### config.mk
export PLATFORM = sky130hd
export DESIGN_NAME = tccs_cmd_fifo
export DESIGN_NICKNAME = d
export VERILOG_FILES = /design/src/tccs_pkg.sv /design/src/tccs_cmd_fifo.sv
export SDC_FILE = /design/constraint.sdc
export NUM_CORES = 1
export LEC_CHECK = 0
export ABC_AREA = 0
export ABC_CLOCK_PERIOD_IN_PS = 3100
export BUFFER_PORTS_ARGS = -buffer_cell sky130_fd_sc_hd__buf_4
export CAP_MARGIN = 20
export CORE_MARGIN = 2
export CORE_UTILIZATION = 40
export CTS_CLUSTER_DIAMETER = 40
export DETAILED_ROUTE_END_ITERATION = 8
export HOLD_SLACK_MARGIN = 0.02
export PLACE_DENSITY = 0.66
export SLEW_MARGIN = 10
export SYNTH_ARGS = -nofsm -noshare
export SYNTH_HDL_FRONTEND = slang
export SYNTH_SLANG_ARGS = --single-unit
### constraint.sdc
create_clock -name clk -period 3.1 [get_ports clk]
set_input_delay 0.31 -clock clk [delete_from_list [all_inputs] [get_ports clk]]
set_output_delay 0.31 -clock clk [all_outputs]
set_load 0.02 [all_outputs]
### src/tccs_pkg.sv
`timescale 1ns / 1ps
// Shared types and constants of the text console cursor/scroll unit.
// Depends on nothing; imported by every module of the block but tccs_ram.
package tccs_pkg;

    // Screen geometry
    localparam int COLUMNS    = 80;
    localparam int ROWS       = 25;
    localparam int CELLS      = ROWS * COLUMNS;
    localparam int ADDR_W     = $clog2(CELLS);
    localparam int MOVE_LAST  = CELLS - COLUMNS - 1;
    localparam int BOTTOM     = (ROWS - 1) * COLUMNS;

    // Field widths
    localparam int COL_W  = 7;
    localparam int ROW_W  = 5;
    localparam int CHAR_W = 8;

    // Command queue between front and back
    localparam int FIFO_DEPTH = 2;
    localparam int PTR_W      = $clog2(FIFO_DEPTH);

    // Character codes
    localparam logic [CHAR_W-1:0] CODE_NEWLINE   = 8'd10;
    localparam logic [CHAR_W-1:0] CODE_RETURN    = 8'd13;
    localparam logic [CHAR_W-1:0] CODE_BACKSPACE = 8'd8;
    localparam logic [CHAR_W-1:0] BLANK          = 8'h20;

    typedef logic [ADDR_W-1:0] addr_t;
    typedef logic [COL_W-1:0]  col_t;
    typedef logic [ROW_W-1:0]  row_t;
    typedef logic [CHAR_W-1:0] char_t;

    typedef enum logic [1:0] {
        REQ_PUT   = 2'd0,
        REQ_CLEAR = 2'd1,
        REQ_BLANK = 2'd2,
        REQ_READ  = 2'd3
    } req_t;

    // Store operation carried out after the optional cell write
    typedef enum logic [2:0] {
        ACT_NONE,
        ACT_SCROLL,
        ACT_CLEAR,
        ACT_BLANK,
        ACT_READ
    } act_t;

    typedef struct packed {
        logic  wr_en;
        addr_t wr_addr;
        char_t wr_char;
        act_t  act;
        addr_t arg_addr;   // row base for blank, cell address for read
        logic  rd_ok;      // read address lies on the screen
        col_t  cursor_col;
        row_t  cursor_row;
    } cmd_t;

endpackage

### src/tccs_cmd_fifo.sv
`timescale 1ns / 1ps
// Short command queue between the front and back parts.
// Depends on tccs_pkg.
module tccs_cmd_fifo (
    input  logic           clk,
    input  logic           rst_n,
    input  logic           push,
    input  tccs_pkg::cmd_t push_cmd,
    output logic           not_full,
    input  logic           pop,
    output tccs_pkg::cmd_t head_cmd,
    output logic           not_empty
);
    import tccs_pkg::*;

    cmd_t             entry_reg [FIFO_DEPTH];
    logic [PTR_W-1:0] wr_ptr_reg;
    logic [PTR_W-1:0] rd_ptr_reg;
    logic [PTR_W:0]   count_reg;

    assign not_full  = (count_reg != (PTR_W+1)'(FIFO_DEPTH));
    assign not_empty = (count_reg != '0);
    assign head_cmd  = entry_reg[rd_ptr_reg];

    // Store at the tail
    always_ff @(posedge clk)
    begin
        if (push)
        begin
            entry_reg[wr_ptr_reg] <= push_cmd;
        end
    end

    // Advance pointers and track fill level
    always_ff @(posedge clk or negedge rst_n)
    begin
        if (!rst_n)
        begin
            wr_ptr_reg <= '0;
            rd_ptr_reg <= '0;
            count_reg  <= '0;
        end
        else
        begin
            if (push)
            begin
                wr_ptr_reg <= (wr_ptr_reg == PTR_W'(FIFO_DEPTH - 1)) ? '0 : wr_ptr_reg + 1'b1;
            end
            if (pop)
            begin
                rd_ptr_reg <= (rd_ptr_reg == PTR_W'(FIFO_DEPTH - 1)) ? '0 : rd_ptr_reg + 1'b1;
            end
            if (push && !pop)
            begin
                count_reg <= count_reg + 1'b1;
            end
            else if (pop && !push)
            begin
                count_reg <= count_reg - 1'b1;
            end
        end
    end

endmodule

==> results.toml <==
[floorplan]
dieHeight_um = 99.65
die_x_extent_um = 99.65
floorplan.initialDensity_pct = 41.56
core-area_sq_um = 8806
floorplan.die_area_sq_um = 9930
boundaryPins = 100
core.rowCount = 34

[global_routing]
number_of_antenna_violations_at_the_first_check_in_global_routing = 0
number_of_global_route_vias_before_repair = 1934
grt_first_pass_wirelength_um = 9535
gr_busiest_metal = "met2"
grt_remaining_overflow = 0
grtUsageTotal_pct = 12.86
met3_usage_pct = 3.303
gr-usage-met2_pct = 20.95
globalRouteMet1Util_pct = 16.17
grt_start_max_net_pins = 34

[cts]
cts_repair_resize_count = 0
clockRootBuffer = "sky130_fd_sc_hd__clkbuf_8"
cts_post_setup_buffers_inserted = 0
max-clock-path-buffers = 2
cts-htree-levels = 3
cts_buffers = 9
tritoncts_num_sinks = 98
worst_setup_hold_path_clk_slew_ns = 0.09
cts_tree = "built"
clock_insertion_delay_worst_skew_ns = 0.35

[synth]
synth_area_leader_cell = "sky130_fd_sc_hd__edfxtp_1"
postSynthRegisterBits = 98
synth_top_area_share_pct = 77.13
netlist_top_cells_area = "sky130_fd_sc_hd__edfxtp_1 77%, sky130_fd_sc_hd__mux2_2 8.3%, sky130_fd_sc_hd__mux2_4 8.2%, sky130_fd_sc_hd__dfrtp_1 2.7%, sky130_fd_sc_hd__xor2_1 0.96%"
post_synth_instance_area_sq_um = 3660
synth_nets = 214
synth.yosys.seq_area_share_pct = 79.86
synth_cell_types = 15
syn-mean-instance-area_sq_um = 22.59
synth_cells = 162
yosysWarnings = 0

[hold_path]
timing.hold.worst_path_depth = 1
worst_hold_path_type = "primary input to register"

[detailed_routing]
average_wire_per_standard_cell_um = 16.00
detail_route.wirelength_um = 6159
num_vias = 1797
total_drc_errors_in_the_routed_layout = 0
post_drt_via_cell_ratio = 4.668
drt-pass1-iter-count = 4
detailedRoute.firstIterationViolations = 71
antenna_left = 0

[cells_and_area]
largest_register_ff_count = 94
antenna_cells = 0
fillCellCount = 716
layout_commonest_cell = "sky130_fd_sc_hd__buf_4"
share_of_cells_above_drive_strength_1_pct = 59.93
most_frequent_cells_in_the_layout = "102 x sky130_fd_sc_hd__buf_4, 94 x sky130_fd_sc_hd__edfxtp_1, 27 x sky130_fd_sc_hd__mux2_2"
layout.cells.non_filler = 385
layout.nets = 324
area_growth_pct = 28.96

[setup_path]
rr_worst_depth = 2
rrSetupSlack_ns = 1.40
worst-path-max-fanout = 31
start_to_end_type_of_the_worst_setup_path = "register to output pin"
critical_path_required_ns = 2.79
start_kind = "register"
data_arrival_time_of_the_critical_path_ns = 2.03
critical_path.endpoint_type = "output pin"

[timing]
final-max-slew-violation-count = 0
setup_viol = 0
timing.hold.ws_ns = 0.1390
report.final.hold_viol_count = 0
setup-tns-final_ns = 0
final_min_period_over_clock_period_pct = 75.41
final_critical_path_time_including_i_o_delays_and_setup_ns = 2.338
rsz0062_at_grt = "no"
max_slew_margin_pct = 45.23
max_freq_mhz = 427.7
timing.clock.skew_ns = 0.01081
worst_pin_slew_ns = 0.8216

[pwr]
share_clk_of_total_power_pct = 16.6
power_density_normalized_to_cell_area_nw_per_um2 = 878.5
net-switching-power_w = 0.001318
fin_total_pwr_w = 0.004146
internal_power_w = 0.002828
switching_share_pct = 31.79
worst_ir_drop_vdd_v = 0.0003879
power.sequential.fraction_pct = 46.3
logic_pwr_share_pct = 37.1
leakagePower_nw = 1.827

[flow_run]
maxCapViolations = 0

[place]
total_half_perimeter_wirelength_after_legalization_and_detailed_placement_um = 4180
portBuffers = 99
placed_cells = 368
gpl.final_weighted_congestion = 0.6722

[status]
status = "finished clean"
power by group through the flow:
| stage | Clock, W | Combinational [W] | Sequential, W |
|---|---|---|---|
| after floorplan | 0 | 0.00106 | 0.00185 |
| after global placement | 0 | 0.00156 | 0.00194 |
| after detailed placement | 0 | 0.00157 | 0.00196 |
| after CTS | 0.000715 | 0.00157 | 0.00193 |
| after global routing | 0.000767 | 0.00164 | 0.00195 |
| final | 0.000688 | 0.00154 | 0.00192 |
worst paths after layout:
kind,startpoint,end
worst max-delay path,rd_ptr_reg,head_cmd[33]
worst min-delay path,push_cmd[28],entry_reg[0][28]
worst max register to register,wr_ptr_reg,entry_reg[0][38]
worst min register to register,count_reg[1],count_reg[1]
max in group asynchronous,rst_n,rd_ptr_reg
min in group asynchronous,rst_n,count_reg[1]
synthesized netlist by cell type:
| cell type | n |
|---|---|
| sky130_fd_sc_hd__dfrtp_1 | 4 |
| sky130_fd_sc_hd__inv_1 | 1 |
| sky130_fd_sc_hd__mux2_2 | 27 |
| sky130_fd_sc_hd__or2_2 | 1 |
| sky130_fd_sc_hd__mux2_4 | 20 |
| sky130_fd_sc_hd__buf_6 | 3 |
| sky130_fd_sc_hd__nand2b_1 | 1 |
| sky130_fd_sc_hd__and2_1 | 1 |
| sky130_fd_sc_hd__xnor2_1 | 1 |
| sky130_fd_sc_hd__nor2_1 | 1 |
| sky130_fd_sc_hd__nor2b_1 | 1 |
| sky130_fd_sc_hd__edfxtp_1 | 94 |
| sky130_fd_sc_hd__xor2_1 | 4 |
| sky130_fd_sc_hd__ha_1 | 1 |
| sky130_fd_sc_hd__buf_2 | 2 |
layer usage:
| metal | vias up | share of wire (%) |
|---|---|---|
| met5 | - | 0 |
| met4 | 0 | 0.67 |
| met3 | 4 | 6.3 |
| met2 | 81 | 48 |
| met1 | 862 | 45 |
| li1 | 850 | - |
stage by stage:
stage	setup slack, ns	utilization, %	instance area (sq um)
3_5_place_dp	1.093	51.63	4547
6_report	0.7622	53.59	4720
2_1_floorplan	0.1422	-	3660
5_1_grt	0.6580	53.59	4720
4_1_cts	0.6948	53.59	4720
3_3_place_gp	1.097	51.63	4547
worst max-delay path: stages (launching register included):
cell	delay (ns)
sky130_fd_sc_hd__dfrtp_2	0.91
sky130_fd_sc_hd__buf_12	0.27
sky130_fd_sc_hd__mux2_2	0.35
sky130_fd_sc_hd__buf_4	0.15
layout make-up:
cell class / count / area (sq um) / area share, %
clock buffer: 11 / 131.4 / 2.784
clock inverter: 5 / 31.28 / 0.6628
inverter: 1 / 3.754 / 0.07953
multi-input combinational: 58 / 698.2 / 14.79
sequential: 98 / 2924 / 61.96
tap: 108 / 135.1 / 2.863
timing repair buffer: 104 / 795.8 / 16.86
cell families (layout without fill, tap and decap cells):
logic type    Yosys count  after routing  share of synthesized area [%]
flops                  98             98                          79.86
fa+ha+maj               1              1                         0.3418
mux                    47             47                          16.51
buf+inv                 6            121                          1.299
simple gates            5              5                         0.7867
xor+xnor                5              5                          1.197
repair_timing:
action / CTS / global route
endpoints found under the setup margin: 0 / 0
hold endpoints to repair: 4 / 0
hold buffers: 1 / 0
Note: power is estimated with default switching activity, not from simulation.
