[src/tccs_pkg.sv]
`timescale 1ns / 1ps
// Shared types and constants of the text console cursor/scroll unit.
// Depends on nothing; imported by every module of the block but tccs_ram.
package tccs_pkg;

    // Screen geometry
    localparam int COLUMNS    = 80;
    localparam int ROWS       = 25;
    localparam int CELLS      = ROWS * COLUMNS;
    localparam int ADDR_W     = $clog2(CELLS);
    localparam int MOVE_LAST  = CELLS - COLUMNS - 1;
    localparam int BOTTOM     = (ROWS - 1) * COLUMNS;

    // Field widths
    localparam int COL_W  = 7;
    localparam int ROW_W  = 5;
    localparam int CHAR_W = 8;

    // Command queue between front and back
    localparam int FIFO_DEPTH = 2;
    localparam int PTR_W      = $clog2(FIFO_DEPTH);

    // Character codes
    localparam logic [CHAR_W-1:0] CODE_NEWLINE   = 8'd10;
    localparam logic [CHAR_W-1:0] CODE_RETURN    = 8'd13;
    localparam logic [CHAR_W-1:0] CODE_BACKSPACE = 8'd8;
    localparam logic [CHAR_W-1:0] BLANK          = 8'h20;

    typedef logic [ADDR_W-1:0] addr_t;
    typedef logic [COL_W-1:0]  col_t;
    typedef logic [ROW_W-1:0]  row_t;
    typedef logic [CHAR_W-1:0] char_t;

    typedef enum logic [1:0] {
        REQ_PUT   = 2'd0,
        REQ_CLEAR = 2'd1,
        REQ_BLANK = 2'd2,
        REQ_READ  = 2'd3
    } req_t;

    // Store operation carried out after the optional cell write
    typedef enum logic [2:0] {
        ACT_NONE,
        ACT_SCROLL,
        ACT_CLEAR,
        ACT_BLANK,
        ACT_READ
    } act_t;

    typedef struct packed {
        logic  wr_en;
        addr_t wr_addr;
        char_t wr_char;
        act_t  act;
        addr_t arg_addr;   // row base for blank, cell address for read
        logic  rd_ok;      // read address lies on the screen
        col_t  cursor_col;
        row_t  cursor_row;
    } cmd_t;

endpackage

[src/tccs_front.sv]
`timescale 1ns / 1ps
// Front part: owns the cursor, classifies each request and issues a store command.
// Depends on tccs_pkg.
module tccs_front (
    input  logic           clk,
    input  logic           rst_n,
    input  logic           accept,
    input  tccs_pkg::req_t req_type,
    input  tccs_pkg::char_t char_code,
    input  tccs_pkg::row_t cell_row,
    input  tccs_pkg::col_t cell_col,
    output logic           push,
    output tccs_pkg::cmd_t push_cmd
);
    import tccs_pkg::*;

    col_t col_reg, col_next;
    row_t row_reg, row_next;
    cmd_t cmd;
    addr_t cur_addr;
    logic  last_row;

    assign cur_addr = ADDR_W'(32'(row_reg) * COLUMNS + 32'(col_reg));
    assign last_row = (row_reg == ROW_W'(ROWS - 1));

    // Work out the new cursor and the store command
    always_comb
    begin
        col_next     = col_reg;
        row_next     = row_reg;
        cmd.wr_en    = 1'b0;
        cmd.wr_addr  = cur_addr;
        cmd.wr_char  = char_code;
        cmd.act      = ACT_NONE;
        cmd.arg_addr = ADDR_W'(32'(cell_row) * COLUMNS + 32'(cell_col));
        cmd.rd_ok    = (32'(cell_row) < ROWS) && (32'(cell_col) < COLUMNS);
        case (req_type)
            REQ_PUT:
            begin
                if (char_code == CODE_NEWLINE)
                begin
                    col_next = '0;
                    if (last_row)
                    begin
                        cmd.act = ACT_SCROLL;
                    end
                    else
                    begin
                        row_next = row_reg + 1'b1;
                    end
                end
                else if (char_code == CODE_RETURN)
                begin
                    col_next = '0;
                end
                else if (char_code == CODE_BACKSPACE)
                begin
                    if (col_reg != '0)
                    begin
                        col_next = col_reg - 1'b1;
                    end
                end
                else
                begin
                    cmd.wr_en = 1'b1;
                    if (col_reg == COL_W'(COLUMNS - 1))
                    begin
                        col_next = '0;
                        if (last_row)
                        begin
                            cmd.act = ACT_SCROLL;
                        end
                        else
                        begin
                            row_next = row_reg + 1'b1;
                        end
                    end
                    else
                    begin
                        col_next = col_reg + 1'b1;
                    end
                end
            end
            REQ_CLEAR:
            begin
                cmd.act  = ACT_CLEAR;
                col_next = '0;
                row_next = '0;
            end
            REQ_BLANK:
            begin
                cmd.act      = ACT_BLANK;
                cmd.arg_addr = ADDR_W'(32'(row_reg) * COLUMNS);
                col_next     = '0;
            end
            REQ_READ:
            begin
                cmd.act = ACT_READ;
            end
            default:
            begin
                cmd.act = ACT_NONE;
            end
        endcase
        cmd.cursor_col = col_next;
        cmd.cursor_row = row_next;
    end

    assign push     = accept;
    assign push_cmd = cmd;

    // Hold the cursor; update on each transfer
    always_ff @(posedge clk or negedge rst_n)
    begin
        if (!rst_n)
        begin
            col_reg <= '0;
            row_reg <= '0;
        end
        else if (accept)
        begin
            col_reg <= col_next;
            row_reg <= row_next;
        end
    end

endmodule

[config.mk]
export PLATFORM = sky130hd
export DESIGN_NAME = tccs_front
export DESIGN_NICKNAME = d
export VERILOG_FILES = /design/src/tccs_pkg.sv /design/src/tccs_front.sv
export SDC_FILE = /design/constraint.sdc
export NUM_CORES = 1
export LEC_CHECK = 0
export CAP_MARGIN = 25
export CORE_UTILIZATION = 30
export CTS_BUF_LIST = sky130_fd_sc_hd__clkbuf_2
export DETAILED_ROUTE_END_ITERATION = 10
export DONT_BUFFER_PORTS = 1
export GPL_TIMING_DRIVEN = 0
export SLEW_MARGIN = 20
export SYNTH_ARGS = -nofsm -noshare
export SYNTH_HDL_FRONTEND = slang
export SYNTH_SLANG_ARGS = --single-unit
[constraint.sdc]
create_clock -name clk -period 3.5 [get_ports clk]
set_input_delay 0.7 -clock clk [delete_from_list [all_inputs] [get_ports clk]]
set_output_delay 0.7 -clock clk [all_outputs]
set_load 0.1 [all_outputs]
==> results by group, run 1 <==
Setup path
  • Delay-heaviest family, CP: adder cells
  • CP bufs+invs: 0
  • Worst setup EP type: output pin
  • CP cell instances: ha_4 -> ha_2 -> fa_2 -> o2111ai_2 -> xor2_1 -> xnor2_1 -> mux2i_4
  • Slowest CP cell: mux2i_4
  • CP arrival: between 2000 and 3000 ps
  • Worst Setup Start Kind: primary input
  • Crit Path Class: in2out
  • Worst-path fanout max: 4
  • CP peak stage delay: 630 ps
  • WP data required: roughly 2800 ps

Synthesis
  • Sequential-to-total area share from yosys stat: between 10 and 15%
  • Post-Syn Nets: between 300 and 400
  • Flops & latches, synth: 12
  • Post-synth EDFFs: 0
  • Synthesized instance count: 270
  • Yosys Warn Count: 0
  • Post-Syn Area: 0.00218 mm2
  • Post-synth ARST share: 100%
  • Top_reg_cell synth: dfrtp_1
  • Synthesized area per cell: 8.09 um2
  • Library cells used by synthesis: 56

Floorplan
  • IO Pins: 73
  • Die Span X: 87.3 um
  • FP Rows: 30
  • Core Area: 0.00691 mm2
  • Die Ht: 87.3 um
  • Starting Density: between 30% and 40%
  • Die area: ~0.0076 mm2

Routing
  • Vias per Instance: roughly 5.4
  • Vias: 2083
  • Final wirelength: around 5900 um
  • TritonRoute pass-1 iters: 4
  • DRT antenna net count: 0
  • Residual DRC count: 0
  • Post-DR wirelength/cell: approximately 15 um
  • Initial DRC Count: 46

CTS
  • CTS H-tree lvls: 1
  • CTS tree: done
  • Clock Pin Slew Worst Setup and Hold Paths: 110 ps
  • Clock Latency Late Sink: between 200 and 300 ps
  • Bufs on Longest Clock Path: 2
  • Root Buffer: clkbuf_2
  • CTS Buf Count: 3
  • CTS sink count: 12

Global routing
  • First-pass GRT wire length: slightly above 9000 um
  • GR peak layer: met2
  • Grt ovf: 0
  • Global Route Usage Sum: 14.9%
  • GR Util met1: roughly a fifth
  • Grt met2 use: roughly 25%
  • Number of global-route vias before repair: approximately 1900
  • Initial antenna violation count: 0
  • Met3 usage: between 1.5 and 2%
  • Pin count of the biggest net entering global routing: 13

Flow run
  • Max Cap Viol: 0

Cells and area
  • # diodes: 0
  • Final nets: between 300 and 400
  • Share of layout cells above drive strength 1: approximately 34%
  • Final Cell Area: 0.00290 mm2
  • Number of flip-flops in the largest register: 7
  • Commonest cells after routing, fill and taps aside: nand2_1 (23), ha_1 (23), buf_4 (22)
  • Area Overhead vs Synth: 32.8%
  • Layout Cells excl Fill: around 380

Timing
  • Fmax: around 290 MHz
  • Final worst path period need: between 3000 and 4000 ps
  • Final Cycle Share: a little over nine tenths
  • RSZ-0062 raised after global routing: false
  • Setup TNS: 0 ps
  • Slew HR: between 20% and 30%
  • Final setup fails: 0
  • Fin. Hold Viols: 0
  • Slew @ Worst Pin: 1110 ps
  • Final Slew Violations: 0
  • Worst Skew: between 10 and 15 ps

Placed design
  • I/O Buffers: 0
  • Routability congestion estimate: between 0.8 and 0.9
  • Placed Instance Area: roughly 0.0027 mm2
  • Dpl cells: approximately 370
  • Post-DP HPWL: about 4700 um

Power
  • Peak VDD IR: roughly 0.14 mV
  • P_leak: about 1.2 nW
  • Power density cells: between 300 and 400 mW/mm2

Outcome
  • Status: complete, no violations

Worst hold path
  • Worst Hold Class: in2async
## path summary, 6_finish.rpt
path	startpoint	end	slack, ps	depth (start not counted)
min reg2reg	row_reg[4]$_DFFE_PN0P_	row_reg[4]$_DFFE_PN0P_	620	1
max reg2reg	col_reg[0]$_DFFE_PN0P_	row_reg[0]$_DFFE_PN0P_	1400	8
max in group asynchronous	rst_n	row_reg[0]$_DFFE_PN0P_	3310	0
max	cell_row[1]	push_cmd[23]	60	7
min in group clk	row_reg[4]$_DFFE_PN0P_	row_reg[4]$_DFFE_PN0P_	620	1
min	rst_n	col_reg[1]$_DFFE_PN0P_	100	0
## cell usage after synthesis (4+ instances only)
cell type | count | area (um2)
or4_1 | 4 | 30.0
dfrtp_1 | 12 | 300
buf_4 | 16 | 120
nor2_1 | 8 | 30.0
nor2b_1 | 7 | 43.8
o211ai_1 | 6 | 45.0
o2111ai_1 | 5 | 43.8
o311ai_1 | 5 | 43.8
xor2_1 | 7 | 61.3
mux2i_1 | 6 | 60.1
a21oi_1 | 5 | 25.0
o21ai_0 | 17 | 85.1
o21ai_1 | 8 | 40.0
ha_1 | 27 | 338
and3_1 | 5 | 31.3
xnor2_1 | 9 | 78.8
fa_1 | 4 | 80.1
nand4_1 | 5 | 31.3
nand3_1 | 16 | 80.1
a21o_1 | 5 | 37.5
nand2_1 | 23 | 86.3
inv_1 | 20 | 75.1
## power breakdown
group	total (mW)	internal, mW	switching [mW]	leakage (nW)
Sequential	0.176	0.152	0.0242	0.158
Clock	0.0675	0.0233	0.0442	0.0125
Combinational	0.738	0.164	0.574	1.02
Total	0.981	0.339	0.642	1.19
## cells by family (layout without fill, tap and decap cells)
logic type	Yosys count	count (layout)	share of synthesized area (%)
compound gates	69	69	22.5
xor+xnor	16	16	6.41
fa+ha+maj	31	31	19.1
buf+inv	43	60	10.6
flops	12	12	13.7
mux	8	8	3.78
simple gates	91	91	23.9
## per-stage QoR
step	setup WS [ps]	utilization, %	total power [mW]	hold WS (ps)
final	64.9	42.0	0.981	96.4
after global placement	-850	35.4	0.855	405
after floorplan	-663	-	0.805	404
after CTS	-169	40.9	0.975	100
after global routing	0.630	42.0	1.02	81.0
after detailed placement	-66.1	39.5	0.894	405
## timing repair
item / 4_1_cts / 5_1_grt
pin swaps: 7 / 9
buffers inserted: 3 / 3
endpoints found under the hold margin: 0 / 0
resized for setup: 8 / 14
endpoints found under the setup margin: 7 / 8
hold buffers: 0 / 0
## cell type report
| class | instances | area (um2) |
|---|---|---|
| multi-input cells | 215 | 2000 |
| repair buffers | 14 | 215 |
| flip-flops and latches | 12 | 305 |
| fillers | 727 | 4010 |
| plain buffers | 22 | 166 |
| well taps | 96 | 120 |
| inverters | 21 | 78.8 |
| clock buffers | 3 | 15.0 |
## layer usage
metal,vias up,routed length [um]
met3,5,253
li1,1017,-
met4,0,63
met2,59,2830
met5,-,0
met1,1002,2770
(Power assumes the default switching activity.)
==> inputs of run 2 (changes only) <==
- ABC_AREA: unset -> 1
- CORE_UTILIZATION: 30 -> 55
- PLACE_DENSITY: unset -> 0.7
==> run 2 against run 1 <==
  * First-iteration DRC count rose by 43%
  * Power fell by 33%
  * Cell count rose by 5.2%
  * Sequential power fell by 15%
  * Clock power rose by 1%
  * Combinational power fell by 41%
  * Via count fell by 3.0%
  * Sequential share of layout area rose by 1.1 points
  * Register-to-register slack got worse by 350 ps
  * Flip-flop and latch count did not move
  * Wire length fell by 17%
  * Largest power group unchanged
==> results by group, run 2 <==
Routing
  • Post-DR wirelength/cell: 12.2 um
  • TritonRoute pass-1 iters: 4
  • Vias per Instance: 5.01
  • Final wirelength: 4920 um
  • Residual DRC count: 0
  • DRT antenna net count: 0
  • Vias: 2020
  • Initial DRC Count: 66

Timing
  • Final Slew Violations: 0
  • Final worst path period need: roughly 3400 ps
  • Final setup fails: 0
  • RSZ-0062 raised after global routing: false
  • Fmax: roughly 300 MHz
  • Min Hold Slack: between 100 and 150 ps
  • Worst Skew: about 0.32 ps
  • Slew @ Worst Pin: 1100 ps
  • Setup TNS: 0 ps
  • Slew HR: a little over a quarter
  • Final Cycle Share: a little over nine tenths
  • Fin. Hold Viols: 0

Synthesis
  • Largest family of logic cells by synthesized area: simple AND/OR/NAND/NOR gates
  • Post-synthesis simple-gate area fraction: between 30% and 40%
  • Post-synth EDFFs: 0
  • Synth Area in Adders: 19.2%
  • Sequential-to-total area share from yosys stat: 13.8%
  • Area leader, netlist: nand2_1
  • Post-Syn Nets: about 390
  • Multiplexer share of the synthesized area: 0%
  • Library cells used by synthesis: 33
  • Yosys Warn Count: 0
  • Synthesized area per cell: roughly 6.5 um2
  • Compound-Gate Fraction of Synth Area: under 10%
  • Post-synth ARST share: 100%
  • Top cells by area, synth: nand2_1 (17%), ha_1 (16%), dfrtp_1 (14%)
  • Most common cell in the netlist: nand2_1
  • XOR/XNOR share of the synthesized area: under 10%
  • Synthesized instance count: 332
  • Flops & latches, synth: 12
  • Post-Syn Area: ~0.0022 mm2
  • Top_reg_cell synth: dfrtp_1
  • Top cell type's share of synthesized area: between 10% and 20%
  • Synth cell count leaders: nand2_1 (99), inv_1 (45), nand3_1 (28)

Power
  • P_leak: approximately 1.4 nW
  • Power density cells: around 250 mW/mm2
  • Peak VDD IR: approximately 0.21 mV

Setup path
  • Worst flop-to-flop path endpoint: col_reg[1]$_DFFE_PN0P_
  • Worst setup EP type: output pin
  • Crit Path Class: reg2out
  • Worst-path fanout max: 6
  • WP data required: roughly 2800 ps
  • CP arrival: 2670 ps
  • Worst Setup Start Kind: register
  • Reg2Reg Launch Point: col_reg[0]$_DFFE_PN0P_
  • R2R depth: 11
  • Flop-to-flop setup slack: 1050 ps

CTS
  • CTS sink count: 12
  • Bufs on Longest Clock Path: 2
  • Clock Pin Slew Worst Setup and Hold Paths: between 100 and 150 ps
  • CTS tree: done
  • Clock Latency Late Sink: 250 ps
  • CTS H-tree lvls: 1
  • Post-CTS Hold Buffers: 0
  • CTS Buf Count: 3
  • Root Buffer: clkbuf_2

Global routing
  • First-pass GRT wire length: 8410 um
  • Global Route Usage Sum: ~25%
  • Grt ovf: 0
  • Number of global-route vias before repair: about 1900
  • Initial antenna violation count: 0
  • Pin count of the biggest net entering global routing: 13

Cells and area
  • Reg area: about 300 um2
  • Area Overhead vs Synth: 20.4%
  • Number of flip-flops in the largest register: 7
  • Commonest cells after routing, fill and taps aside: nand2_1 (99), inv_1 (44), nand3_1 (27), ha_1 (27)
  • Share of layout cells above drive strength 1: 22.8%
  • Fill cells: ~340
  • Multi-input gate area: between 0.0015 and 0.002 mm2
  • Final Cell Area: roughly 0.0026 mm2
  • Commonest non-fill, non-tap cell in the layout: nand2_1
  • Final nets: between 400 and 500
  • # diodes: 0

Floorplan
  • FP Rows: 22
  • IO Pins: 73
  • Core Area: between 0.003 and 0.004 mm2
  • Die Span X: 64.9 um
  • Die Ht: around 65 um
  • Die area: about 0.0042 mm2
  • Starting Density: between 50% and 60%

Outcome
  • Status: complete, no violations

Flow run
  • Max Cap Viol: 0

Placed design
  • Post-DP HPWL: between 4000 and 5000 um
  • Routability congestion estimate: between 0.8 and 0.9
  • Placed Instance Area: approximately 0.0025 mm2
  • I/O Buffers: 0

Worst hold path
  • Worst Hold Class: in2async
==> run 2: cell types whose count changed after synthesis, moves of 5 or more <==
cell / before / now
nor2_1: 8 / 23
o211ai_1: 6 / 1
nand2_2: 1 / 6
a21o_1: 5 / 0
inv_1: 20 / 45
nand3_1: 16 / 28
and3_1: 5 / 0
nand2_1: 23 / 99
mux2i_1: 6 / 0
nor2b_1: 7 / 0
o2111ai_1: 5 / 0
o311ai_1: 5 / 0
==> run 2: cells by family after synthesis <==
kind of cell | after synthesis
buf+inv | 66
xor+xnor | 16
flops | 12
compound gates | 30
fa+ha+maj | 31
simple gates | 177
==> run 2: repair_timing <==
item | 4_1_cts | 5_1_grt
resized for setup | 5 | 1
pin swaps | 1 | 1
setup buffers | 0 | 5
endpoints found under the setup margin | 3 | 1
==> run 2: layer usage <==
| metal | part of all wire, % | wire [um] | up-vias | track usage (%) |
|---|---|---|---|---|
| met5 | 0 | 0 | - | 0 |
| met4 | 0.35 | 17 | 0 | 3.33 |
| met3 | 4.8 | 236 | 2 | 1.94 |
| met2 | 46 | 2260 | 53 | 42.6 |
| met1 | 49 | 2400 | 879 | 35.7 |
| li1 | - | - | 1086 | - |
==> run 2: area by class of cell <==
class,count,area share (%)
Clock buffer,3,0.574
Inverter,48,6.93
Buffer,18,5.31
Timing Repair Buffer,19,9.71
Tap cell,48,2.30
Multi-Input combinational cell,254,63.5
Sequential cell,12,11.6
Clock inverter,1,0.143
==> run 2: critical path, stage by stage, from the launching register on <==
cell	delay, ps
dfrtp_2	470
ha_1	310
ha_1	210
inv_1	70
fa_1	470
o21ai_2	890
==> run 2: per-stage QoR <==
step	utilization, %	power, mW	worst slack [ps]	instances
3_5_place_dp	68.3	0.586	-79.3	394
4_1_cts	69.4	0.658	38.4	398
2_1_floorplan	-	0.539	-474	332
6_report	70.4	0.656	126	403
5_1_grt	70.4	0.688	11.5	403
3_3_place_gp	60.9	0.564	-565	380
==> run 2: worst max-delay path by stage <==
stage	startpoint	end	slack, ps	cells past startpoint
3_3_place_gp	cell_row[1]	push_cmd[22]	-560	7
3_5_place_dp	cell_row[1]	push_cmd[22]	-80	7
6_report	row_reg[1]$_DFFE_PN0P_	push_cmd[21]	130	5
2_1_floorplan	cell_row[1]	push_cmd[22]	-470	7
5_1_grt	row_reg[2]$_DFFE_PN0P_	push_cmd[45]	10	7
4_1_cts	row_reg[1]$_DFFE_PN0P_	push_cmd[44]	40	7
==> run 2: power breakdown <==
group / switching, mW / total [mW] / internal (mW)
logic: 0.358 / 0.439 / 0.0805
registers: 0.00658 / 0.149 / 0.142
clock network: 0.0436 / 0.0684 / 0.0248
